**config.mk**
```make
export PLATFORM = sky130hd
export DESIGN_NAME = stq_ctrl
export DESIGN_NICKNAME = d
export VERILOG_FILES = /design/src/rtl/stq_pkg.sv /design/src/rtl/stq_ctrl.sv
export SDC_FILE = /design/constraint.sdc
export NUM_CORES = 1
export LEC_CHECK = 0
export BUFFER_PORTS_ARGS = -buffer_cell sky130_fd_sc_hd__buf_4
export CORE_AREA = 2 2 39 41
export DETAILED_ROUTE_END_ITERATION = 8
export DIE_AREA = 0 0 41 43
export PLACE_DENSITY = 0.35
export SYNTH_ARGS = -nofsm -noshare
export SYNTH_HDL_FRONTEND = slang
export SYNTH_SLANG_ARGS = --single-unit
```
**constraint.sdc**
```tcl
create_clock -name i_clk -period 0.91 [get_ports i_clk]
set_clock_uncertainty 0.1 [all_clocks]
set_input_delay 0.182 -clock i_clk [delete_from_list [all_inputs] [get_ports i_clk]]
set_output_delay 0.182 -clock i_clk [all_outputs]
set_load 0.03 [all_outputs]
```
**src/rtl/stq_pkg.sv**
```systemverilog
// stq_pkg: shared constants, codes and control types of the sorted timer queue.
// No dependencies; used by every other file of the block.
package stq_pkg;

    localparam int CAPACITY_DEF = 64;
    localparam int ID_BITS_DEF  = 8;

    localparam int OP_W   = 2;
    localparam int TID_W  = 8;
    localparam int EXP_W  = 32;
    localparam int ST_W   = 2;
    localparam int CNTO_W = 7;

    localparam logic [OP_W-1:0] OP_INSERT = 2'd0;
    localparam logic [OP_W-1:0] OP_ADJUST = 2'd1;
    localparam logic [OP_W-1:0] OP_DELETE = 2'd2;

    localparam logic [ST_W-1:0] ST_OK        = 2'd0;
    localparam logic [ST_W-1:0] ST_FULL      = 2'd1;
    localparam logic [ST_W-1:0] ST_NOT_FOUND = 2'd2;
    localparam logic [ST_W-1:0] ST_PRESENT   = 2'd3;

    typedef struct packed {
        logic capture;
        logic apply;
    } t_cmd;

endpackage

```
**src/rtl/stq_ctrl.sv**
```systemverilog
// stq_ctrl: sequencer of the timer queue (capture, lookup, apply) and output valid.
// Depends on stq_pkg (t_cmd).
module stq_ctrl (
    input  logic            i_clk,
    input  logic            i_rst_n,
    input  logic            i_in_valid,
    output logic            o_in_ready,
    input  logic            i_out_ready,
    output logic            o_out_valid,
    output stq_pkg::t_cmd   o_cmd
);
    typedef enum logic [1:0] {S_IDLE, S_LOOK, S_APPLY} t_state;

    t_state r_state, n_state;
    logic   r_out_valid, n_out_valid;
    logic   commit, accept;

    assign commit     = (r_state == S_APPLY) && (!r_out_valid || i_out_ready);
    assign o_in_ready = (r_state == S_IDLE) || commit;
    assign accept     = i_in_valid && o_in_ready;

    assign o_cmd.capture = accept;
    assign o_cmd.apply   = commit;
    assign o_out_valid   = r_out_valid;

    always_comb begin
        n_state     = r_state;
        n_out_valid = r_out_valid;
        if (commit) begin
            n_out_valid = 1'b1;
        end else if (i_out_ready) begin
            n_out_valid = 1'b0;
        end
        case (r_state)
            S_IDLE: begin
                if (accept) n_state = S_LOOK;
            end
            S_LOOK: begin
                n_state = S_APPLY;
            end
            S_APPLY: begin
                if (accept) n_state = S_LOOK;
                else if (commit) n_state = S_IDLE;
            end
            default: begin
                n_state = S_IDLE;
            end
        endcase
    end

    always_ff @(posedge i_clk) begin
        if (!i_rst_n) begin
            r_state     <= S_IDLE;
            r_out_valid <= 1'b0;
        end else begin
            r_state     <= n_state;
            r_out_valid <= n_out_valid;
        end
    end
endmodule

```
# Yosys cells after proc, flatten, opt, wreduce, memory -nomap -nowiden

Index checks and enable logic that the tools add are counted.

Flip-flop bits (word level): 3
Bits of input ports: 4
Output and inout bits: 4
Word-level logic and storage cells: 20

Equal/unequal tests: 4
Mux-type cells: 6
Reduce and logical (&&, ||, !) cells: 8

Operators with widths:

| operator                                                         | count |
|---|---|
| 2-bit two-way mux                                                | 3 |
| 2-bit case mux with 3 select lines                               | 1 |
| 3-bit inequality test (second input constant)                    | 1 |
| 2-bit by 1-bit == test with 1-bit output (second input constant) | 1 |
| 2-bit == test (second input constant)                            | 1 |
| 1-bit logical AND                                                | 2 |
| 2-bit zero test                                                  | 1 |
| 1-bit logical OR                                                 | 2 |
| 1-bit two-way mux                                                | 2 |
| 2-bit inequality test (second input constant)                    | 1 |
| 2-bit AND reduction                                              | 1 |
| 2-bit nonzero test                                               | 1 |
| 1-bit zero test                                                  | 1 |

# Logic depth before layout (Yosys ltp)

Gate-level depths: netlist of run 1.

Word-level depth: 7
Mapped depth: 3
Gate-level depth less buffers: 2

# Least setup slack after synthesis of run 1

No wires, ideal clock.

Kind: register to output
Start point: register r_out_valid (netlist: o_out_valid)
End point: output port o_in_ready
Arrival: 1.097 ns
Data required time: 0.628 ns
Setup slack: -0.469 ns
Cell stages (with the launch flop): 3
Path buffers: 0
Path through: dfxtp_1 nor2b_4 a21oi_1

Word-level cells in the longest chain between the ends: 4

RTL lines:

| element                  | line           | RTL |
|---|---|---|
| start: declaration       | stq_ctrl.sv:15 | `logic r_out_valid, n_out_valid;` |
| start signal: assignment | stq_ctrl.sv:57 | `r_out_valid <= n_out_valid;` |
| 1-bit zero test          | stq_ctrl.sv:18 | `assign commit = (r_state == S_APPLY) && (!r_out_valid \|\| i_out_ready);` |
| 1-bit logical OR         | stq_ctrl.sv:18 |  |
| 1-bit logical AND        | stq_ctrl.sv:18 |  |
| 1-bit logical OR         | stq_ctrl.sv:19 | `assign o_in_ready = (r_state == S_IDLE) \|\| commit;` |
| end: declaration         | stq_ctrl.sv:7  | `output logic o_in_ready,` |

Every way passes these cells.

==> results of run 1 <==
## stage by stage
stage / total power (µW) / hold slack [ps]
after floorplan: 194 / 217
after global placement: 236 / 370
after detailed placement: 237 / 378
after CTS: 498 / 132
after global routing: 512 / 146
final: 484 / 135
## layout make-up
class / count / area share (%)
Timing Repair Buffer: 15 / 37.2
Multi-Input combinational cell: 12 / 30.9
Sequential cell: 3 / 18.5
Clock buffer: 4 / 7.05
Tap cell: 16 / 5.37
Inverter: 1 / 1.01
## per-layer routing
layer | routed length (µm) | up-vias | track usage [%]
met5 | 0 | - | 0
met4 | 0 | 0 | 8.00
met3 | 32 | 0 | 1.57
met2 | 223 | 6 | 7.81
met1 | 174 | 73 | 6.07
li1 | - | 92 | -
## where the power goes
group | total [µW] | internal [µW] | switching, µW
clock network | 227 | 164 | 63.4
registers | 143 | 135 | 7.49
logic | 114 | 66.5 | 47.8
## cells in the final DEF (no fill, tap or decap), types with 2 or more instances in the layout
cell and instances:
buf_6 7, a21oi_2 3, clkbuf_4 3, nand2b_4 2, nand2b_1 2, buf_4 8, dfxtp_4 2
## repair_timing
action                     4_1_cts  5_1_grt
pin swaps                        3        1
setup endpoints to repair        7        7
gates resized for setup         11        3
setup buffers                    1        0
hold buffers                     0        0
## final timing paths
path / from / slack (ps) / end
setup / recovery: o_out_valid / -350 / o_cmd[1]
hold / removal: i_rst_n / 140 / o_out_valid
setup reg to reg: r_state[0] / -40 / r_state[0]
hold reg to reg: r_state[1] / 500 / r_state[0]
## worst max-delay path, delay by kind of cell (launching register included)
kind / cells / cell delay (ps)
flops: 1 / 330
simple gates: 1 / 140
compound gates: 1 / 140
buf+inv: 1 / 140
## cell families after synthesis
| family | after synthesis | synth area share (%) |
|---|---|---|
| AND/OR/NAND/NOR | 7 | 35.5 |
| flip-flops | 3 | 34.8 |
| AO/OA/AOI/OAI | 5 | 18.8 |
| buffers and inverters | 3 | 10.9 |
## state kept, by name, summed over array words and instances, names as in the netlist
name	count
o_out_valid	1
r_state	2
==> results by group, run 1 <==
Routing
  • Initial drt markers: 4
  • Drt total wl: about 430 µm
  • Vias/cell: 3.35
  • Residual DRC: 0
  • Vias: ~170
  • Wire per inst: 8.43 µm
  • Drt first pass iters: 2
  • Antenna viol nets, final: 0

Placed design
  • Placed cells: 46
  • Gpl congestion: 0.698
  • Area after DPL: 290 µm²
  • Placement Setup Slack: -140 ps
  • IO Port Bufs: 7

Yosys
  • EDFF count, synth: 0
  • Synth cell count leaders: 4 x a21oi_1, 3 x dfxtp_1, 3 x nand2b_1, 2 x buf_4
  • Synth Net Count: 22
  • Post-synthesis sequential area ratio: 34.8%
  • Syn Inst Count: 18
  • Main synth FF type: dfxtp_1
  • Async SR Flop Fraction: 0%
  • Largest area contributor in the netlist: dfxtp_1
  • Share of the synthesized area in the top cell type: 34.8%
  • Syn Std Cell Area: about 170 µm²
  • Seq cells post-synth: 3
  • Synth cell types: 10
  • Count leader, synth: a21oi_1
  • YS warnings: 0
  • Synth top area cells: dfxtp_1 35%, a21oi_1 12%, nand2b_1 11%
  • Syn_area_per_cell: between 9 and 10 µm²

Timing
  • Min setup slack post-route: -347 ps
  • RSZ-0062 raised after global routing: true
  • Maximum clock rate: a little under 800 MHz
  • Setup violators final: 6
  • Max-slew violations: 0
  • Final cycle utilization of the critical path: 138%
  • TNS Setup: -1280 ps
  • Period minus WS final: 1260 ps
  • Fin. Hold Viols: 0
  • Tightest Pin Transition: 156 ps
  • Rel. slew slack: 89.6%

Die
  • Starting density of the core: 12.5%
  • Die area: 1760 µm²
  • Die W: 41 µm
  • Core area: approximately 1400 µm²
  • FP Rows: 14
  • Boundary Pins: 8
  • Die H: approximately 43 µm

Critical path
  • R2R depth: 3
  • Worst-path maximum fanout: 4
  • Arr. time, crit path: 970 ps
  • CP endpoint kind: output port
  • CP Class: reg -> out
  • Worst path cell trace: nor2b_4 -> a21oi_2 -> buf_6
  • CP startpoint kind: flop
  • Slowest cell on the critical path: dfxtp_4
  • Worst EP required: 630 ps
  • CP max stage delay: 330 ps

Global route
  • Total global routing track utilization: 5.91%
  • Vias in the first global route: ~190
  • First-pass GRT wire length: 641 µm
  • Initial antenna violation count: 0
  • Total grt overflow: 0
  • Largest net degree at the start of global routing: 5

Layout
  • Fillers: around 150
  • Ant diodes: 0
  • Final core occ: 26.9%
  • Area grow syn2layout: 116%
  • Multi-input gate area: 115 µm²
  • Layout cells sized above 1: 82.9%
  • FF+latch area: 68.8 µm²
  • Non-Filler Instances: between 50 and 60
  • Design area: between 300 and 400 µm²
  • Net count, final: 40

Power
  • Leakage: 0.000156 µW
  • Power Density: 1300 nW/µm²
  • VDD IR max: 532 µV

Clock tree
  • H-tree depth: 1
  • Clk buf depth: 2
  • CTS tree: built
  • Skew-Pair Late Insertion Delay: 230 ps
  • CTS sink count: 3
  • CTS root buf: clkbuf_4
  • Num CTS Buffers: 3
  • Clock slew at reported path FFs: 30 ps

Worst hold path
  • Hold depth: 3
  • HP Class: in -> reg

Status
  • Status: finished with violations
  • Failing checks: negative setup slack

Flow run
  • Max_cap viols: 0
Power figures use the tool's default switching activity.
==> run 2, diff against run 1 <==
BUFFER_PORTS_ARGS = -buffer_cell sky130_fd_sc_hd__buf_2   (was -buffer_cell sky130_fd_sc_hd__buf_4)
GPL_TIMING_DRIVEN = 0   (was default)
==> results by group, run 2 (same netlist as run 1, synthesis figures left out) <==
Placed design
  • Gpl congestion: 0.671 (-3.9%)
  • IO Port Bufs: 7 (unchanged)
  • Dpl hpwl: 262 µm
  • Area after DPL: 235 µm² (-19%)
  • Placement Setup Slack: -283 ps (-144 ps)
  • Placed cells: 41 (-11%)

Timing
  • Min setup slack post-route: -349 ps (-2.18 ps)
  • TNS Setup: -1200 ps (+76.3 ps)
  • Period minus WS final: 1260 ps (+2.18 ps)
  • Maximum clock rate: 794 MHz (-0.17%)
  • Fin. Hold Viols: 0 (unchanged)
  • Rel. slew slack: 89.2% (-0.33 points)
  • RSZ-0062 raised after global routing: true
  • Tightest Pin Transition: 161 ps (+5.21 ps)
  • Setup violators final: 5 (-1)
  • Final cycle utilization of the critical path: 138% (+0.24 points)
  • Max-slew violations: 0 (unchanged)

Critical path
  • R2R depth: 3 (unchanged)
  • Worst reg2reg path startpoint: o_out_valid
  • Crit. Startpoint: o_out_valid
  • Arr. time, crit path: 980 ps (about the same)
  • Reg2reg end: r_state[0]
  • CP startpoint kind: flop
  • Worst EP required: 630 ps (about the same)
  • R2R Setup Slk: -10 ps (+30 ps)
  • Worst setup endpoint: o_cmd[1]
  • Worst-path maximum fanout: 4 (unchanged)
  • CP endpoint kind: output port
  • CP Class: reg -> out

Layout
  • Most common cell after layout, fill and taps aside: buf_6
  • Non-Filler Instances: 47 (-7.8%)
  • FF+latch area: 66.3 µm² (-3.6%)
  • Net count, final: 36 (-10%)
  • Multi-input gate area: 111 µm² (-3.3%)
  • Design area: 322 µm² (-14%)
  • Area grow syn2layout: 86.2%
  • Most flop-heavy register: r_state
  • Commonest cells after routing, fill and taps aside: 5 x buf_6, 3 x clkbuf_4, 3 x buf_2, 3 x buf_4
  • Ant diodes: 0 (unchanged)
  • Fillers: 168 (+9.1%)
  • Max FFs per register: 2 (unchanged)
  • Layout cells sized above 1: 77.4% (-5.4 points)
  • Final core occ: 23.2% (-3.7 points)

Clock tree
  • CTS sink count: 3 (unchanged)
  • H-tree depth: 1 (unchanged)
  • CTS tree: built
  • Skew-Pair Late Insertion Delay: 230 ps (about the same)
  • Num CTS Buffers: 3 (unchanged)
  • Post-CTS Hold Buffers: 0 (unchanged)
  • CTS root buf: clkbuf_4
  • Clk buf depth: 2 (unchanged)
  • Clock slew at reported path FFs: 40 ps (about the same)

Routing
  • Antenna viol nets, final: 0 (unchanged)
  • Drt total wl: 362 µm (-16%)
  • Initial drt markers: 0 (-4)
  • Residual DRC: 0 (unchanged)
  • Vias: 160 (-6.4%)
  • Wire per inst: 7.70 µm (-8.6%)
  • Drt first pass iters: 1 (-1)
  • Vias/cell: 3.40 (+1.5%)

Die
  • FP Rows: 14 (unchanged)
  • Die H: 43 µm (unchanged)
  • Die W: 41 µm (unchanged)
  • Starting density of the core: 12.5% (unchanged)
  • Boundary Pins: 8 (unchanged)
  • Die area: 1760 µm² (unchanged)
  • Core area: 1380 µm² (unchanged)

Flow run
  • Max_cap viols: 0 (unchanged)

Global route
  • Total global routing track utilization: 5.22% (-0.70 points)
  • Vias in the first global route: 168 (-9.2%)
  • Total grt overflow: 0 (unchanged)
  • Initial antenna violation count: 0 (unchanged)
  • Largest net degree at the start of global routing: 7 (+2)
  • First-pass GRT wire length: 600 µm (-6.4%)

Worst hold path
  • HP Class: in -> reg

Power
  • Leakage: 0.000133 µW (-15%)
  • Power Density: 1450 nW/µm² (+12%)
  • VDD IR max: 432 µV (-19%)

Status
  • Failing checks: negative setup slack
  • Status: finished with violations
==> run 2: cell count changes in the layout (fill, tap and decap cells not counted), sizes merged <==
cell  delta
buf      -4
==> run 2: final cells by class <==
class	count	area share (%)
multi-input combinational	12	34.6
timing repair buffer	11	29.2
sequential	3	20.6
clock buffer	4	8.17
tap	16	6.23
inverter	1	1.17
==> run 2: per-layer routing <==
metal / vias to the layer above / routed length, µm / GRT usage (%)
li1: 85 / - / -
met4: 0 / 0 / 6.00
met2: 6 / 168 / 7.50
met1: 69 / 158 / 5.13
met3: 0 / 36 / 1.57
met5: - / 0 / 0
==> run 2: stage by stage <==
step           hold slack [ps]  power [µW]
3_3_place_gp               356         216
3_5_place_dp               355         215
6_report                   112         468
4_1_cts                    103         484
2_1_floorplan              217         194
5_1_grt                    111         503
==> run 2: worst max-delay path, cell delays in order (launching register included) <==
cell     delay [ps]
dfxtp_4         330
nor2b_4         140
a21oi_2         140
buf_6           140
==> run 2: how the worst min path moves through the flow <==
| stage | slack, ps | endpoint | cells past startpoint | from |
|---|---|---|---|---|
| floorplan | 220 | r_state[0] | 2 | i_in_valid |
| global placement | 360 | r_state[0] | 3 | i_in_valid |
| detailed placement | 350 | r_state[0] | 3 | i_in_valid |
| CTS | 100 | r_state[0] | 3 | i_in_valid |
| global route | 110 | r_state[0] | 3 | i_in_valid |
| finish | 110 | r_state[0] | 3 | i_in_valid |
==> run 2: power breakdown <==
| part | switching (µW) | internal, µW | leakage [µW] | total, µW |
|---|---|---|---|---|
| clock network | 66.6 | 164 | 0.0000150 | 231 |
| registers | 7.94 | 137 | 0.0000261 | 145 |
| logic | 42.1 | 49.7 | 0.0000915 | 91.7 |
==> run 2: timing repair <==
| action | CTS | global route |
|---|---|---|
| gates resized for setup | 13 | 1 |
| buffers inserted | 4 | 0 |
| pin swaps | 4 | 1 |
| setup endpoints to repair | 4 | 6 |
| endpoints found under the hold margin | 0 | 0 |
